File: src/wsp_pkg.sv
// ----------------------------------------------------------------------------
// wsp_pkg
// Types, character codes and helper functions of the whitespace packer.
// ----------------------------------------------------------------------------
`default_nettype none

package wsp_pkg;

  localparam logic [7:0] CH_TAB   = 8'h09;
  localparam logic [7:0] CH_LF    = 8'h0A;
  localparam logic [7:0] CH_CR    = 8'h0D;
  localparam logic [7:0] CH_SP    = 8'h20;
  localparam logic [7:0] CH_LT    = 8'h3C;
  localparam logic [7:0] CH_GT    = 8'h3E;
  localparam logic [7:0] CH_SLASH = 8'h2F;
  localparam logic [7:0] CH_P     = 8'h70;
  localparam logic [7:0] CH_C     = 8'h63;
  localparam logic [7:0] CH_NUL   = 8'h00;

  localparam logic [2:0] PRE_LEN  = 3'd4;
  localparam logic [2:0] CODE_LEN = 3'd5;

  // Tag matcher phases.
  typedef enum logic [3:0] {
    TM_IDLE  = 4'b0001,
    TM_LT    = 4'b0010,
    TM_SLASH = 4'b0100,
    TM_WORD  = 4'b1000
  } tm_phase_e;

  // One classified transaction: optional run byte, then the main result.
  typedef struct packed {
    logic       has_run;
    logic [7:0] run_byte;
    logic [7:0] main_byte;
    logic       main_valid;
    logic       main_last;
  } wsp_rec_t;

  // One result on the output channel.
  typedef struct packed {
    logic [7:0] out_byte;
    logic       byte_valid;
    logic       out_last;
  } wsp_res_t;

  function automatic logic is_ws(input logic [7:0] b);
    is_ws = (b == CH_TAB) || (b == CH_LF) || (b == CH_CR) || (b == CH_SP);
  endfunction

  function automatic logic is_sym(input logic [7:0] b);
    case (b)
      8'h3C, 8'h3E, 8'h28, 8'h29, 8'h7B, 8'h7D, 8'h2F, 8'h22, 8'h3A, 8'h2C,
      8'h3B: is_sym = 1'b1;
      default: is_sym = 1'b0;
    endcase
  endfunction

  // Expected byte at a position of "pre>" (word 0) or "code>" (word 1).
  function automatic logic [7:0] tag_char(input logic word, input logic [2:0] pos);
    logic [7:0] c;
    c = CH_NUL;
    if (word) begin
      case (pos)
        3'd0: c = 8'h63;
        3'd1: c = 8'h6F;
        3'd2: c = 8'h64;
        3'd3: c = 8'h65;
        3'd4: c = CH_GT;
        default: c = CH_NUL;
      endcase
    end else begin
      case (pos)
        3'd0: c = 8'h70;
        3'd1: c = 8'h72;
        3'd2: c = 8'h65;
        3'd3: c = CH_GT;
        default: c = CH_NUL;
      endcase
    end
    tag_char = c;
  endfunction

endpackage

`default_nettype wire

File: src/wsp_intf.sv
// ----------------------------------------------------------------------------
// wsp_intf
// Valid/ready channel interfaces of the whitespace packer.
// ----------------------------------------------------------------------------
`default_nettype none

interface wsp_in_if;
  logic       valid;
  logic       ready;
  logic [7:0] in_byte;
  logic       in_last;
  modport source (output valid, output in_byte, output in_last, input ready);
  modport sink   (input valid, input in_byte, input in_last, output ready);
endinterface

interface wsp_out_if;
  logic       valid;
  logic       ready;
  logic [7:0] out_byte;
  logic       byte_valid;
  logic       out_last;
  modport source (output valid, output out_byte, output byte_valid, output out_last,
                  input ready);
  modport sink   (input valid, input out_byte, input byte_valid, input out_last,
                  output ready);
endinterface

interface wsp_cfg_if;
  logic valid;
  logic ready;
  logic html_compact_mode;
  modport source (output valid, output html_compact_mode, input ready);
  modport sink   (input valid, input html_compact_mode, output ready);
endinterface

`default_nettype wire

File: src/wsp_front.sv
// ----------------------------------------------------------------------------
// wsp_front
// Accepts text bytes, tracks whitespace runs and verbatim tags, and queues
// one classified record per byte that produces output.
// ----------------------------------------------------------------------------
`default_nettype none

module wsp_front import wsp_pkg::*; #(
  parameter int NEST_LIMIT = 255
) (
  input  wire logic       clk_i,
  input  wire logic       rst_ni,
  input  wire logic       html_mode_i,
  input  wire logic       in_valid_i,
  input  wire logic [7:0] in_byte_i,
  input  wire logic       in_last_i,
  output logic            in_ready_o,
  output logic            push_valid_o,
  output wsp_rec_t        push_rec_o,
  input  wire logic       push_ready_i
);

  localparam int DEPTH_W = $clog2(NEST_LIMIT + 1);

  logic [DEPTH_W-1:0] depth_q, depth_d;
  logic               lock_q, lock_d;
  tm_phase_e          phase_q, phase_d;
  logic               close_q, close_d;
  logic               word_q, word_d;
  logic [2:0]         pos_q, pos_d;
  logic               run_q, run_d;
  logic               longer_q, longer_d;
  logic               lf_q, lf_d;
  logic [7:0]         held_q, held_d;
  logic               started_q, started_d;
  logic               prev_sym_q, prev_sym_d;

  logic       accept;
  logic       level0;
  logic       absorb;
  logic       try_word;
  logic       fallback;
  logic       tag_hit;
  logic [2:0] word_len;
  logic [2:0] pos_inc;
  logic [7:0] collapsed;
  wsp_rec_t   rec;
  logic       rec_valid;

  assign in_ready_o = push_ready_i;
  assign accept     = in_valid_i && push_ready_i;
  assign level0     = !lock_q && (depth_q == '0);
  assign absorb     = is_ws(in_byte_i) && level0;
  assign word_len   = word_q ? CODE_LEN : PRE_LEN;
  assign pos_inc    = pos_q + 3'd1;

  always_comb begin
    depth_d    = depth_q;
    lock_d     = lock_q;
    phase_d    = phase_q;
    close_d    = close_q;
    word_d     = word_q;
    pos_d      = pos_q;
    run_d      = run_q;
    longer_d   = longer_q;
    lf_d       = lf_q;
    held_d     = held_q;
    started_d  = started_q;
    prev_sym_d = prev_sym_q;
    try_word   = 1'b0;
    fallback   = 1'b0;
    tag_hit    = 1'b0;
    collapsed  = CH_SP;
    rec        = '0;
    rec_valid  = 1'b0;

    if (accept) begin
      if (absorb) begin
        phase_d = TM_IDLE;
        run_d   = 1'b1;
        if (!run_q) begin
          held_d   = in_byte_i;
          longer_d = 1'b0;
          lf_d     = (in_byte_i == CH_LF);
        end else begin
          longer_d = 1'b1;
          lf_d     = lf_q || (in_byte_i == CH_LF);
        end
        collapsed = lf_d ? CH_LF : CH_SP;
        if (in_last_i) begin
          rec_valid      = 1'b1;
          rec.main_last  = 1'b1;
          if (html_mode_i) begin
            rec.main_byte  = CH_NUL;
            rec.main_valid = 1'b0;
          end else begin
            rec.main_valid = 1'b1;
            rec.main_byte  = (!started_q || longer_d) ? collapsed : held_d;
          end
        end
      end else begin
        collapsed      = lf_q ? CH_LF : CH_SP;
        rec_valid      = 1'b1;
        rec.main_byte  = in_byte_i;
        rec.main_valid = 1'b1;
        rec.main_last  = in_last_i;
        if (run_q) begin
          run_d = 1'b0;
          if (html_mode_i) begin
            rec.has_run  = started_q && !prev_sym_q && !is_sym(in_byte_i);
            rec.run_byte = collapsed;
          end else begin
            rec.has_run  = 1'b1;
            rec.run_byte = (!started_q || longer_q) ? collapsed : held_q;
          end
        end

        case (phase_q)
          TM_LT: begin
            if (in_byte_i == CH_SLASH) begin
              close_d = 1'b1;
              phase_d = TM_SLASH;
            end else begin
              close_d  = 1'b0;
              try_word = 1'b1;
            end
          end
          TM_SLASH: try_word = 1'b1;
          TM_WORD: begin
            if ((pos_q < word_len) && (in_byte_i == tag_char(word_q, pos_q))) begin
              pos_d = pos_inc;
              if (pos_inc == word_len) begin
                phase_d = TM_IDLE;
                tag_hit = 1'b1;
              end
            end else begin
              fallback = 1'b1;
            end
          end
          default: fallback = 1'b1;
        endcase

        if (try_word) begin
          if (in_byte_i == CH_P) begin
            word_d  = 1'b0;
            pos_d   = 3'd1;
            phase_d = TM_WORD;
          end else if (in_byte_i == CH_C) begin
            word_d  = 1'b1;
            pos_d   = 3'd1;
            phase_d = TM_WORD;
          end else begin
            fallback = 1'b1;
          end
        end
        if (fallback) begin
          phase_d = (in_byte_i == CH_LT) ? TM_LT : TM_IDLE;
        end

        if (tag_hit && !lock_q) begin
          if (!close_q) begin
            if (depth_q < DEPTH_W'(NEST_LIMIT)) begin
              depth_d = depth_q + DEPTH_W'(1);
            end
          end else if (depth_q == '0) begin
            lock_d = 1'b1;
          end else begin
            depth_d = depth_q - DEPTH_W'(1);
          end
        end
        prev_sym_d = is_sym(in_byte_i);
        started_d  = 1'b1;
      end

      if (in_last_i) begin
        depth_d    = '0;
        lock_d     = 1'b0;
        phase_d    = TM_IDLE;
        close_d    = 1'b0;
        word_d     = 1'b0;
        pos_d      = 3'd0;
        run_d      = 1'b0;
        longer_d   = 1'b0;
        lf_d       = 1'b0;
        held_d     = CH_NUL;
        started_d  = 1'b0;
        prev_sym_d = 1'b0;
      end
    end
  end

  always_ff @(posedge clk_i or negedge rst_ni) begin
    if (!rst_ni) begin
      depth_q    <= '0;
      lock_q     <= 1'b0;
      phase_q    <= TM_IDLE;
      close_q    <= 1'b0;
      word_q     <= 1'b0;
      pos_q      <= 3'd0;
      run_q      <= 1'b0;
      longer_q   <= 1'b0;
      lf_q       <= 1'b0;
      held_q     <= CH_NUL;
      started_q  <= 1'b0;
      prev_sym_q <= 1'b0;
    end else begin
      depth_q    <= depth_d;
      lock_q     <= lock_d;
      phase_q    <= phase_d;
      close_q    <= close_d;
      word_q     <= word_d;
      pos_q      <= pos_d;
      run_q      <= run_d;
      longer_q   <= longer_d;
      lf_q       <= lf_d;
      held_q     <= held_d;
      started_q  <= started_d;
      prev_sym_q <= prev_sym_d;
    end
  end

  assign push_valid_o = rec_valid;
  assign push_rec_o   = rec;

endmodule

`default_nettype wire

File: src/wsp_queue.sv
// ----------------------------------------------------------------------------
// wsp_queue
// Two-entry record queue that decouples the front and back stages.
// ----------------------------------------------------------------------------
`default_nettype none

module wsp_queue import wsp_pkg::*; (
  input  wire logic     clk_i,
  input  wire logic     rst_ni,
  input  wire logic     push_valid_i,
  input  wire wsp_rec_t push_rec_i,
  output logic          push_ready_o,
  output logic          head_valid_o,
  output wsp_rec_t      head_rec_o,
  input  wire logic     pop_i
);

  wsp_rec_t   entries_q [2];
  logic       wr_ptr_q;
  logic       rd_ptr_q;
  logic [1:0] count_q;
  logic       do_push;
  logic       do_pop;

  assign push_ready_o = (count_q != 2'd2);
  assign head_valid_o = (count_q != 2'd0);
  assign head_rec_o   = entries_q[rd_ptr_q];
  assign do_push      = push_valid_i && push_ready_o;
  assign do_pop       = pop_i && head_valid_o;

  always_ff @(posedge clk_i) begin
    if (do_push) begin
      entries_q[wr_ptr_q] <= push_rec_i;
    end
  end

  always_ff @(posedge clk_i or negedge rst_ni) begin
    if (!rst_ni) begin
      wr_ptr_q <= 1'b0;
      rd_ptr_q <= 1'b0;
      count_q  <= 2'd0;
    end else begin
      if (do_push) begin
        wr_ptr_q <= !wr_ptr_q;
      end
      if (do_pop) begin
        rd_ptr_q <= !rd_ptr_q;
      end
      case ({do_push, do_pop})
        2'b10:   count_q <= count_q + 2'd1;
        2'b01:   count_q <= count_q - 2'd1;
        default: count_q <= count_q;
      endcase
    end
  end

endmodule

`default_nettype wire

File: src/wsp_back.sv
// ----------------------------------------------------------------------------
// wsp_back
// Expands queued records into one or two results and drives the output
// register.
// ----------------------------------------------------------------------------
`default_nettype none

module wsp_back import wsp_pkg::*; (
  input  wire logic     clk_i,
  input  wire logic     rst_ni,
  input  wire logic     head_valid_i,
  input  wire wsp_rec_t head_rec_i,
  output logic          pop_o,
  output logic          out_valid_o,
  output wsp_res_t      out_res_o,
  input  wire logic     out_ready_i
);

  logic     out_valid_q;
  logic     run_done_q;
  wsp_res_t res_q, res_d;
  logic     load;
  logic     take_run;

  assign load     = head_valid_i && (!out_valid_q || out_ready_i);
  assign take_run = head_rec_i.has_run && !run_done_q;
  assign pop_o    = load && !take_run;

  always_comb begin
    if (take_run) begin
      res_d.out_byte   = head_rec_i.run_byte;
      res_d.byte_valid = 1'b1;
      res_d.out_last   = 1'b0;
    end else begin
      res_d.out_byte   = head_rec_i.main_byte;
      res_d.byte_valid = head_rec_i.main_valid;
      res_d.out_last   = head_rec_i.main_last;
    end
  end

  always_ff @(posedge clk_i) begin
    if (load) begin
      res_q <= res_d;
    end
  end

  always_ff @(posedge clk_i or negedge rst_ni) begin
    if (!rst_ni) begin
      out_valid_q <= 1'b0;
      run_done_q  <= 1'b0;
    end else begin
      if (load) begin
        out_valid_q <= 1'b1;
        run_done_q  <= take_run;
      end else if (out_ready_i) begin
        out_valid_q <= 1'b0;
      end
    end
  end

  assign out_valid_o = out_valid_q;
  assign out_res_o   = res_q;

endmodule

`default_nettype wire

File: src/whitespace_packer_top.sv
// ----------------------------------------------------------------------------
// whitespace_packer_top
// Collapses whitespace runs in a text byte stream, with verbatim copying
// inside pre and code tags and an optional HTML compact mode.
// ----------------------------------------------------------------------------
// Usage:
//   in_i   carries one text byte per transaction; in_last flags the final byte.
//   out_o  carries packed bytes; byte_valid low marks a bare end marker,
//          out_last flags the final result of a text.
//   cfg_i  writes html_compact_mode; write it only while the block is idle.
// Path: a result reaches out_o through the queue, written at the edge that
//   accepts the byte that causes it, and then the output register, which
//   loads from the queue head when it is free. Bytes inside a whitespace run
//   are absorbed and emit nothing until the run resolves.
// Throughput: one byte per cycle while the queue has room; the output
//   register sends one result per cycle while out_o.ready is high, so a
//   byte that also releases a held run yields two results.
// Reset: all text state clears and HTML compact mode is off. Text state
//   clears again after every final byte.
// Stall: the output holds while out_o.ready is low; the two-entry queue
//   keeps accepting until full, then in_i.ready drops.
// ----------------------------------------------------------------------------
`default_nettype none

module whitespace_packer_top import wsp_pkg::*; #(
  parameter int NEST_LIMIT = 255
) (
  input  wire logic  clk_i,
  input  wire logic  rst_ni,
  wsp_in_if.sink     in_i,
  wsp_out_if.source  out_o,
  wsp_cfg_if.sink    cfg_i
);

  logic     mode_q;
  logic     push_valid;
  logic     push_ready;
  wsp_rec_t push_rec;
  logic     head_valid;
  wsp_rec_t head_rec;
  logic     pop;
  wsp_res_t out_res;
  logic     out_valid;

  assign cfg_i.ready = 1'b1;

  always_ff @(posedge clk_i or negedge rst_ni) begin
    if (!rst_ni) begin
      mode_q <= 1'b0;
    end else if (cfg_i.valid) begin
      mode_q <= cfg_i.html_compact_mode;
    end
  end

  wsp_front #(
    .NEST_LIMIT (NEST_LIMIT)
  ) u_front (
    .clk_i        (clk_i),
    .rst_ni       (rst_ni),
    .html_mode_i  (mode_q),
    .in_valid_i   (in_i.valid),
    .in_byte_i    (in_i.in_byte),
    .in_last_i    (in_i.in_last),
    .in_ready_o   (in_i.ready),
    .push_valid_o (push_valid),
    .push_rec_o   (push_rec),
    .push_ready_i (push_ready)
  );

  wsp_queue u_queue (
    .clk_i        (clk_i),
    .rst_ni       (rst_ni),
    .push_valid_i (push_valid),
    .push_rec_i   (push_rec),
    .push_ready_o (push_ready),
    .head_valid_o (head_valid),
    .head_rec_o   (head_rec),
    .pop_i        (pop)
  );

  wsp_back u_back (
    .clk_i        (clk_i),
    .rst_ni       (rst_ni),
    .head_valid_i (head_valid),
    .head_rec_i   (head_rec),
    .pop_o        (pop),
    .out_valid_o  (out_valid),
    .out_res_o    (out_res),
    .out_ready_i  (out_o.ready)
  );

  assign out_o.valid      = out_valid;
  assign out_o.out_byte   = out_res.out_byte;
  assign out_o.byte_valid = out_res.byte_valid;
  assign out_o.out_last   = out_res.out_last;

endmodule

`default_nettype wire

File: src/flat_wrapper.sv
// flat-port wrapper written by rule: the top's interface ports become plain ports
module whitespace_packer_top_flat import wsp_pkg::*;
#(
  parameter int NEST_LIMIT = 255
)
  (clk_i, rst_ni, in_i_valid, in_i_in_byte, in_i_in_last, in_i_ready, out_o_valid, out_o_out_byte, out_o_byte_valid, out_o_out_last, out_o_ready, cfg_i_valid, cfg_i_html_compact_mode, cfg_i_ready);
  wsp_in_if in_i_i ();
  wsp_out_if out_o_i ();
  wsp_cfg_if cfg_i_i ();
  input  wire logic clk_i;
  input  wire logic rst_ni;
  input wire logic [$bits(in_i_i.valid)-1:0] in_i_valid;
  input wire logic [$bits(in_i_i.in_byte)-1:0] in_i_in_byte;
  input wire logic [$bits(in_i_i.in_last)-1:0] in_i_in_last;
  output wire logic [$bits(in_i_i.ready)-1:0] in_i_ready;
  output wire logic [$bits(out_o_i.valid)-1:0] out_o_valid;
  output wire logic [$bits(out_o_i.out_byte)-1:0] out_o_out_byte;
  output wire logic [$bits(out_o_i.byte_valid)-1:0] out_o_byte_valid;
  output wire logic [$bits(out_o_i.out_last)-1:0] out_o_out_last;
  input wire logic [$bits(out_o_i.ready)-1:0] out_o_ready;
  input wire logic [$bits(cfg_i_i.valid)-1:0] cfg_i_valid;
  input wire logic [$bits(cfg_i_i.html_compact_mode)-1:0] cfg_i_html_compact_mode;
  output wire logic [$bits(cfg_i_i.ready)-1:0] cfg_i_ready;
  assign in_i_i.valid = in_i_valid;
  assign in_i_i.in_byte = in_i_in_byte;
  assign in_i_i.in_last = in_i_in_last;
  assign in_i_ready = in_i_i.ready;
  assign out_o_valid = out_o_i.valid;
  assign out_o_out_byte = out_o_i.out_byte;
  assign out_o_byte_valid = out_o_i.byte_valid;
  assign out_o_out_last = out_o_i.out_last;
  assign out_o_i.ready = out_o_ready;
  assign cfg_i_i.valid = cfg_i_valid;
  assign cfg_i_i.html_compact_mode = cfg_i_html_compact_mode;
  assign cfg_i_ready = cfg_i_i.ready;
  whitespace_packer_top #(.NEST_LIMIT(NEST_LIMIT)) u_core (.clk_i(clk_i), .rst_ni(rst_ni), .in_i(in_i_i), .out_o(out_o_i), .cfg_i(cfg_i_i));
endmodule
File: config.mk
export PLATFORM = sky130hd
export DESIGN_NAME = whitespace_packer_top_flat
export DESIGN_NICKNAME = d
export VERILOG_FILES = /design/src/wsp_pkg.sv /design/src/wsp_intf.sv /design/src/wsp_front.sv /design/src/wsp_queue.sv /design/src/wsp_back.sv /design/src/whitespace_packer_top.sv /design/src/flat_wrapper.sv
export SDC_FILE = /design/constraint.sdc
export NUM_CORES = 1
export LEC_CHECK = 0
export ABC_AREA = 1
export CELL_PAD_IN_SITES_DETAIL_PLACEMENT = 1
export CELL_PAD_IN_SITES_GLOBAL_PLACEMENT = 1
export CORE_ASPECT_RATIO = 1.25
export CORE_UTILIZATION = 53
export DETAILED_ROUTE_END_ITERATION = 6
export DONT_BUFFER_PORTS = 1
export PLACE_DENSITY_LB_ADDON = 0.25
export SLEW_MARGIN = 20
export SYNTH_ARGS = -nofsm -noshare
export SYNTH_HDL_FRONTEND = slang
export SYNTH_SLANG_ARGS = --single-unit
File: constraint.sdc
create_clock -name clk_i -period 3.25 [get_ports clk_i]
set_input_delay 0.65 -clock clk_i [delete_from_list [all_inputs] [get_ports clk_i]]
set_output_delay 0.65 -clock clk_i [all_outputs]
set_load 0.02 [all_outputs]
==> run summary, run 1 <==
Status: completed
Final period util: 0.746
Final setup violation count: 0
CP Class: reg2reg
Endpoint type of the worst setup path: flop
Syn nets: 576
Drt pass-1 iters: 4
Max_cap viols: 0
Sink Count: 86
Largest net degree at the start of global routing: 38
Core footprint: 8800 sq um
Clock Skew: 13.1 ps
CTS tree: done
Slew @ Worst Pin: 806 ps
Post-route design area: 5260 sq um
Overflow after GRT: 0
Yosys top cell area share: 0.297
Setup tns final: 0 ps
F_max: 0.413 GHz
Crit-path cells: inv_1, ha_1, inv_1, nand2_1, nand2_2, nand3_4, nand2_1, nand2_1, and2_1, nand3_1, nor2_2, nand4_2, nand2_4, nand2_4, nand2_1, nand2_1
Port Buf Inserts: 0
Pint: 2.43 mW
Power per cell area: 751 nW/um^2
ANT cells: 0
Final hold violation count: 0
Crit path max fanout: 8
Vias in the first global route: 4220
Post-route minimum period: 2420 ps
Routability cong.: 0.904
RSZ-0062 raised after global routing: false
Die height: 109 microns
Core Rows: 38
Area Growth Syn to Fin: 8.19%
Initial Util: 0.552
Hold Path Class: in2async
Worst path max stage delay: 410 ps
Final net count: 581
CP dominant cell by count: nand2_1
Final WL: 13.2 mm
Routed WL per cell: 19.5 microns
Ys async rst share: 0.442
Chip width: 87.6 microns
Share of cells above drive strength 1: 0.131
Metal2 WL: 7.12 mm
Post-CTS sizing: 0
Switching Share: 0.384
H-tree lvl count: 3
Kind of start point of the critical path: flop
Unique masters post-synth: 49
Met1 wire length: 5.31 mm
Top-count cell post-synth: nand2_1
Syn avg cell area: 8.88 sq um
Primary FF master, synth: edfxtp_1
Worst Path Buf+Inv: 2
Synth top area cells: edfxtp_1 30%, dfrtp_1 19%, nand2_1 9.0%, inv_1 4.2%, nand3_1 3.7%
Static Leakage: 2.33 nW
Power share of the combinational group: 0.302
First-pass GRT wire length: 21.1 mm
Sequential share of the synthesized area: 0.493
Post-synth EDFFs: 48
Clock slew at reported path FFs: 100 ps
DRT iter0 DRCs: 246
Pins over their slew limit: 0
CTS Root Cell: clkbuf_8
Tot GR Track Use: 0.297
Highest Signal Layer: met4
Top-level I/O count: 28
Routed wl met3: 305 microns
Syn Std Cell Area: 4860 sq um
Via/cell ratio: 5.88
CTS Buf Count: 9
Clk pwr share: 0.239
Sequential power share: 0.459
Gate Count Post-Synth: 547
Initial antenna violation count: 0
Post-synth top cells: 116 x nand2_1, 55 x inv_1, 48 x edfxtp_1, 48 x nor2_1, 37 x dfrtp_1
Worst skew pair latency: 360 ps
CP required: 3500 ps
P_sw: 1.52 mW
Crit path max-delay family: simple AND/OR/NAND/NOR gates
Slew HR: 0.463
Slowest CP cell: dfrtp_1
Post-DRT Antenna Nets: 0
Biggest area consumer among synthesized cells: edfxtp_1
Die Area: 9560 sq um
Remaining DRCs: 0
Placed cell areas: 4980 sq um
Worst EP arrival: 2680 ps
Via count: 3983
YS warnings: 0
VDD IR max: 0.288 mV
Longest Clk Path Bufs: 2
DP HPWL: 9.71 mm
Seq cells post-synth: 86
layout make-up:
type | instances | area [sq um]
fillers | 1058 | 3540
flip-flops and latches | 86 | 2390
multi-input cells | 387 | 2160
inverters | 62 | 240
well taps | 120 | 150
clock inverters | 7 | 128
clock buffers | 9 | 124
repair buffers | 6 | 57.6
worst reg2reg max path, delay by kind of cell, from the launching register on:
family | cells | cell delay [ps]
buffers and inverters | 2 | 270
AND/OR/NAND/NOR | 13 | 1400
flip-flops | 1 | 410
adder cells (fa/ha/maj) | 1 | 220
state kept, by name (all words and copies together) (netlist names):
signal	count
u_core.u_back.run_done_q	1
u_core.u_front.run_q	1
u_core.u_front.phase_q	4
u_core.u_front.close_q	1
u_core.u_front.word_q	1
u_core.u_front.pos_q	3
u_core.u_back.out_valid_o	1
u_core.u_queue.wr_ptr_q	1
u_core.u_front.lf_q	1
u_core.u_front.lock_q	1
u_core.u_front.started_q	1
u_core.u_front.prev_sym_q	1
u_core.u_front.held_q	8
u_core.u_queue.rd_ptr_q	1
u_core.u_back.out_res_o	10
u_core.u_queue.entries_q	38
u_core.u_front.depth_q	8
u_core.u_queue.count_q	2
u_core.mode_q	1
u_core.u_front.longer_q	1
power by group through the flow:
stage | clock network [mW] | registers, mW | logic [mW]
after detailed placement | 0 | 1.83 | 1.16
final | 0.944 | 1.81 | 1.19
after global routing | 0.985 | 1.85 | 1.32
after floorplan | 0 | 1.76 | 0.865
after global placement | 0 | 1.81 | 1.08
after CTS | 0.954 | 1.81 | 1.20
cells in the final DEF, fill, tap and decap left out, types with 3 or more instances in the layout:
master	n
nand2_1	116
inv_1	55
nor2_1	48
edfxtp_1	48
dfrtp_1	37
nand3_1	36
o21ai_0	30
a21oi_1	19
nand4_1	16
ha_1	13
nor3_1	12
nand2_2	9
or2_2	9
o22ai_1	9
clkbuf_8	9
mux2i_1	8
o211ai_1	8
nand3_2	7
inv_2	6
o21ai_1	5
buf_4	5
nor2_2	4
a211oi_1	4
xor2_1	4
o31ai_1	3
bufinv_16	3
per-layer routing:
metal	global-route usage	vias to the layer above
li1	-	1883
met5	0	-
met2	0.545	82
met1	0.341	1982
met4	0.143	0
met3	0.0295	36
worst paths after layout:
check | from | to | slack [ps] | cells after the start
max in group asynchronous | rst_ni | u_core.u_front.depth_q[1] | 2900 | 1
hold reg to reg | u_core.u_front.prev_sym_q | u_core.u_front.prev_sym_q | 550 | 1
min in group clk_i | in_i_in_last | u_core.u_front.phase_q[2] | 370 | 1
hold / removal | rst_ni | u_core.u_front.phase_q[0] | 130 | 0
setup / recovery | u_core.u_front.pos_q[1] | u_core.u_front.depth_q[7] | 830 | 16
setup reg to reg | u_core.u_front.pos_q[1] | u_core.u_front.depth_q[7] | 830 | 16
repair_timing:
item,CTS,global route
endpoints found under the hold margin,37,0
hold buffers,1,0
setup buffers,0,0
setup endpoints to repair,0,0
stage by stage:
stage / std cells / hold WS [ps] / util / power, mW / worst slack [ps]
global route: 677 / 109 / 0.598 / 4.16 / 573
CTS: 677 / 104 / 0.598 / 3.97 / 819
finish: 677 / 126 / 0.598 / 3.95 / 826
global placement: 660 / 355 / 0.567 / 2.89 / 872
detailed placement: 660 / 355 / 0.567 / 2.99 / 828
floorplan: 547 / 354 / - / 2.62 / 692
cells by family (layout without fill, tap and decap cells):
family,count (synthesis),after routing,share of synthesized area
flops,86,86,0.493
simple gates,269,269,0.269
other cells,1,1,0.000772
buf+inv,74,84,0.0621
xor+xnor,6,6,0.0108
mux,8,8,0.0165
fa+ha+maj,14,14,0.0376
compound gates,89,89,0.111
(Power assumes the default switching activity.)
==> inputs of run 2 (changes only) <==
Settings changed: ABC_AREA 1 to 0, CORE_UTILIZATION 53 to 46.
Clock period 3.25 ns to 2.1 ns, I/O delays scaled along.
==> run summary, run 2 <==
Primary FF master, synth: edfxtp_1
Chip width: 91.4 microns
Highest Signal Layer: met4
Post-synthesis compound-gate area fraction: 0.140
Routability cong.: 0.875
Post-DRT Antenna Nets: 0
Power per cell area: 1200 nW/um^2
DP HPWL: 9.03 mm
CP Class: reg2reg
Biggest area consumer among synthesized cells: edfxtp_1
CTS Buf Count: 9
CP required: 2390 ps
Routed wl met3: 533 microns
Footprint of the multi-input gates: 2550 sq um
RSZ-0062 raised after global routing: true
YS warnings: 0
Clock Skew: 7.41 ps
Slew @ Worst Pin: 508 ps
Endpoint type of the worst setup path: flop
Sink Count: 86
Static Leakage: 2.45 nW
Largest family of logic cells by synthesized area: simple AND/OR/NAND/NOR gates
Port Buf Inserts: 0
Failing checks: negative setup slack
H-tree lvl count: 3
Proportion of synthesized area in mux cells: 0.0550
Commonest non-fill, non-tap cell in the layout: buf_4
Kind of start point of the critical path: flop
Final setup margin: -596 ps
CTS Root Cell: clkbuf_16
Top-level I/O count: 28
Placed insts: 572
Final setup violation count: 100
F_max: 0.371 GHz
Crit path from: u_core.u_front.pos_q[0]
Setup tns final: -14750 ps
Tot GR Track Use: 0.275
Vias in the first global route: 4095
Core footprint: 9660 sq um
DRT iter0 DRCs: 199
Unique masters post-synth: 71
Ys async rst share: 0.442
HP Start: in_i_in_last
Final WL: 15.5 mm
Slew HR: 0.661
Area Growth Syn to Fin: 32.6%
Remaining DRCs: 0
VDD IR max: 0.503 mV
Seq cells post-synth: 86
Post-synth EDFFs: 48
Synth top area cells: edfxtp_1 31%, dfrtp_1 20%, mux4_2 3.9%, ha_1 3.5%, nor2_1 2.9%
Drt pass-1 iters: 4
Gate Count Post-Synth: 409
ANT cells: 0
Status: complete, but fails checks
Worst EP arrival: 2980 ps
Syn avg cell area: 11.2 sq um
Via count: 3771
Initial Util: 0.476
Worst skew pair latency: 350 ps
Metal2 WL: 8.42 mm
Overflow after GRT: 0
Routed WL per cell: 25.3 microns
Die Area: 10400 sq um
Post-route minimum period: 2700 ps
First-pass GRT wire length: 21.5 mm
RR Startpoint: u_core.u_front.pos_q[0]
Max reg flops: 38
Crit path max fanout: 5
Core Rows: 40
Top reg by flops: u_core.u_queue.entries_q
Die height: 114 microns
Clock slew at reported path FFs: 70 ps
Fin cells: 611
Final period util: 1.28
Syn nets: 438
Met1 wire length: 5.77 mm
Yosys top cell area share: 0.313
Final net count: 509
Simple-gate share of the synthesized area: 0.183
Initial antenna violation count: 0
Hold Path Class: in2reg
FF/Latch Area: 2400 sq um
Fillers: 983
CTS tree: done
Via/cell ratio: 6.17
Pins over their slew limit: 0
Post-Synth XOR/XNOR Area: 0.0286
Top-count cell post-synth: edfxtp_1
Final hold violation count: 0
Max_cap viols: 0
Share of cells above drive strength 1: 0.384
Longest Clk Path Bufs: 2
Syn Std Cell Area: 4600 sq um
Most frequent cells in the layout: 61 x buf_4, 48 x edfxtp_1, 35 x dfrtp_1
Synth Area in Adders: 0.0397
Post-synth top cells: 48 x edfxtp_1, 37 x dfrtp_1, 35 x nor2_1
Sequential share of the synthesized area: 0.520
Largest net degree at the start of global routing: 39
## run 2: cell types whose count changed after synthesis, sizes merged, moves of 10 or more
cell	before	now
and2	1	14
inv	62	16
nand2	127	27
nand2b	0	10
nand3	44	16
nand4	17	6
nor2	53	35
o21ai	37	21
## run 2: layout make-up
class                      count  share of cell area
multi-input combinational    293               0.417
sequential                    86               0.393
clock inverter                 7              0.0131
timing repair buffer          74               0.104
inverter                      16              0.0103
clock buffer                   9              0.0369
tap                          126              0.0258
## run 2: path summary, 6_finish.rpt
| kind | endpoint | slack (ps) | depth (start not counted) |
|---|---|---|---|
| min in group asynchronous | u_core.u_front.pos_q[1] | 520 | 2 |
| setup reg to reg | u_core.u_front.depth_q[7] | -600 | 10 |
| max in group asynchronous | u_core.u_front.phase_q[0] | 1310 | 2 |
| setup / recovery | u_core.u_front.depth_q[7] | -600 | 10 |
| hold reg to reg | u_core.u_front.held_q[7] | 530 | 1 |
| hold / removal | u_core.u_front.longer_q | 160 | 1 |
## run 2: logic make-up after synthesis
kind of cell	count (synthesis)
flip-flops	86
adder cells (fa/ha/maj)	14
AND/OR/NAND/NOR	150
other	1
buffers and inverters	36
multiplexers	15
AO/OA/AOI/OAI	92
XOR/XNOR	15
## run 2: timing repair
item,in CTS,in global routing
cloned,6,0
setup endpoints to repair,88,103
setup buffers,10,5
hold buffers,2,0
resized for setup,47,60
pin swaps,26,43
endpoints found under the hold margin,38,0
## run 2: through the flow
stage	worst slack [ps]	power (mW)	instance area (sq um)	util	hold slack [ps]
after floorplan	-403	4.26	4720	-	124
after global placement	-511	4.84	5190	0.538	125
after detailed placement	-587	5.02	5190	0.538	125
after CTS	-514	6.97	5820	0.602	152
after global routing	-739	7.65	6100	0.632	167
final	-596	7.35	6100	0.632	164
## run 2: critical path: stages, from the launching register on
cell and delay, ps:
dfrtp_2 440, ha_4 190, ha_4 170, nand2b_4 140, a222oi_1 400, xnor2_1 220, nor3b_4 250, buf_6 150
nand4_4 80, or4_4 530, nand3_2 70
## run 2: routing by layer
| metal | up-vias | track usage |
|---|---|---|
| met5 | - | 0 |
| met4 | 0 | 0.119 |
| met3 | 53 | 0.0547 |
| met2 | 101 | 0.512 |
| met1 | 1938 | 0.303 |
| li1 | 1679 | - |
## run 2: power by group
group          switching, mW  total [mW]  internal, mW  leakage [nW]
Clock                  0.734        1.67         0.940         0.148
Sequential             0.492        2.87          2.37         0.950
Combinational           1.57        2.81          1.24          1.36
==> inputs of run 3 (changes only) <==
Settings changed: GPL_TIMING_DRIVEN set to 0.
==> run summary, run 3 (same netlist as run 2, synthesis figures left out) <==
Worst hold path cell count: 1
CTS Buf Count: 9
HP Start: out_o_ready
Reg2Reg Depth: 10
Hold Path Class: in2reg
Core footprint: 9660 sq um
Power share of the combinational group: 0.343
Final setup margin: -604 ps
ANT cells: 0
RR Startpoint: u_core.u_front.pos_q[1]
CP Class: reg2reg
Routability cong.: 0.812
Initial Util: 0.476
Highest Signal Layer: met4
Crit path max-delay family: simple AND/OR/NAND/NOR gates
Area Growth Syn to Fin: 27.4%
Remaining DRCs: 0
Share of cells above drive strength 1: 0.328
Power per cell area: 1190 nW/um^2
Crit path depth: 10
Crit path max fanout: 4
Die Area: 10400 sq um
Footprint of the multi-input gates: 2460 sq um
Worst EP arrival: 2970 ps
First-pass GRT wire length: 20.7 mm
Pins over their slew limit: 0
Crit-path cells: ha_4, buf_4, buf_4, nor4b_2, o31ai_1, xor2_1, and4bb_4, nand4_1, o311a_1, a21oi_2
CP dominant cell by count: buf_4
Endpoint type of the worst setup path: flop
Via/cell ratio: 6.07
Kind of start point of the critical path: flop
Static Leakage: 2.29 nW
Most frequent cells in the layout: 48 x edfxtp_1, 33 x dfrtp_1, 27 x nand2_1
Slew @ Worst Pin: 702 ps
Failing checks: negative setup slack
Worst skew pair latency: 340 ps
Top-level I/O count: 28
Overflow after GRT: 0
CP required: 2370 ps
Final period util: 1.29
Final hold violation count: 0
FF-to-FF setup slack: -600 ps
Crit path from: u_core.u_front.pos_q[1]
Pint: 4.48 mW
P_sw: 2.50 mW
Tot GR Track Use: 0.265
Routed wl met3: 370 microns
Fillers: 963
Post-route minimum period: 2700 ps
Worst Path Buf+Inv: 2
Drt pass-1 iters: 4
CTS Root Cell: clkbuf_16
Clock slew at reported path FFs: 60 ps
FF/Latch Area: 2400 sq um
Largest net degree at the start of global routing: 39
Final WL: 13.3 mm
Pwr Total: 6.98 mW
Core Rows: 40
Vias in the first global route: 3818
Max reg flops: 38
Port Buf Inserts: 0
Commonest non-fill, non-tap cell in the layout: edfxtp_1
Clk pwr share: 0.248
Slew HR: 0.532
Die height: 114 microns
Met1 wire length: 5.01 mm
Post-DRT Antenna Nets: 0
Switching Share: 0.358
Sequential power share: 0.408
Status: complete, but fails checks
Worst path max stage delay: 440 ps
Routed WL per cell: 22.8 microns
Hold_ws: 188 ps
CTS tree: done
Chip width: 91.4 microns
Max_cap viols: 0
Sink Count: 86
Final net count: 481
H-tree lvl count: 3
DP HPWL: 8.71 mm
Initial antenna violation count: 0
Metal2 WL: 7.49 mm
F_max: 0.370 GHz
VDD IR max: 0.489 mV
Clock Skew: 7.42 ps
Top reg by flops: u_core.u_queue.entries_q
RSZ-0062 raised after global routing: true
DRT iter0 DRCs: 155
Via count: 3540
Final setup violation count: 93
Slowest CP cell: dfrtp_2
Longest Clk Path Bufs: 2
-- run 3: cell type report --
cell class / count / area share
flip-flops and latches: 86 / 0.409
well taps: 126 / 0.0269
clock buffers: 10 / 0.0391
multi-input cells: 287 / 0.420
inverters: 16 / 0.0111
repair buffers: 34 / 0.0570
plain buffers: 18 / 0.0207
clock inverters: 6 / 0.0162
-- run 3: routing by layer --
layer	vias up	track usage
met3	31	0.0480
met4	0	0.126
met1	1816	0.284
met2	82	0.500
met5	-	0
li1	1611	-
-- run 3: worst reg2reg max path: cells and delay by family (launching register included) --
| kind | cells | cell delay (ps) |
|---|---|---|
| XOR/XNOR | 1 | 180 |
| AND/OR/NAND/NOR | 3 | 940 |
| flip-flops | 1 | 440 |
| buffers and inverters | 2 | 250 |
| adder cells (fa/ha/maj) | 1 | 190 |
| AO/OA/AOI/OAI | 3 | 640 |
-- run 3: what timing repair did --
| action | in CTS | in global routing |
|---|---|---|
| endpoints found under the hold margin | 38 | 0 |
| resized for setup | 56 | 48 |
| setup endpoints to repair | 108 | 112 |
| buffers inserted | 22 | 11 |
| gates cloned | 1 | 0 |
| hold buffers | 2 | 0 |
| pin swaps | 31 | 26 |
-- run 3: worst paths after layout --
check,end
max reg2reg,u_core.u_front.pos_q[0]
max in group asynchronous,u_core.u_front.phase_q[0]
min,u_core.u_back.out_valid_o
max,u_core.u_front.pos_q[0]
min in group asynchronous,u_core.u_front.depth_q[7]
min reg2reg,u_core.u_front.held_q[7]
-- run 3: power groups by stage --
| stage | Clock [mW] | Sequential, mW | Combinational (mW) |
|---|---|---|---|
| finish | 1.73 | 2.85 | 2.40 |
| global route | 1.79 | 2.89 | 2.60 |
| CTS | 1.75 | 2.84 | 2.21 |
| detailed placement | 0 | 2.86 | 1.96 |
| global placement | 0 | 2.81 | 1.84 |
| floorplan | 0 | 2.74 | 1.52 |
-- run 3: per-stage QoR --
stage | util | TNS [ps] | cell area [sq um] | instances | setup WS [ps]
CTS | 0.584 | -8600 | 5640 | 575 | -673
global route | 0.607 | -18860 | 5860 | 583 | -728
global placement | 0.505 | -41250 | 4880 | 535 | -720
floorplan | - | -6070 | 4720 | 409 | -403
finish | 0.607 | -11490 | 5860 | 583 | -604
detailed placement | 0.506 | -48650 | 4880 | 535 | -770
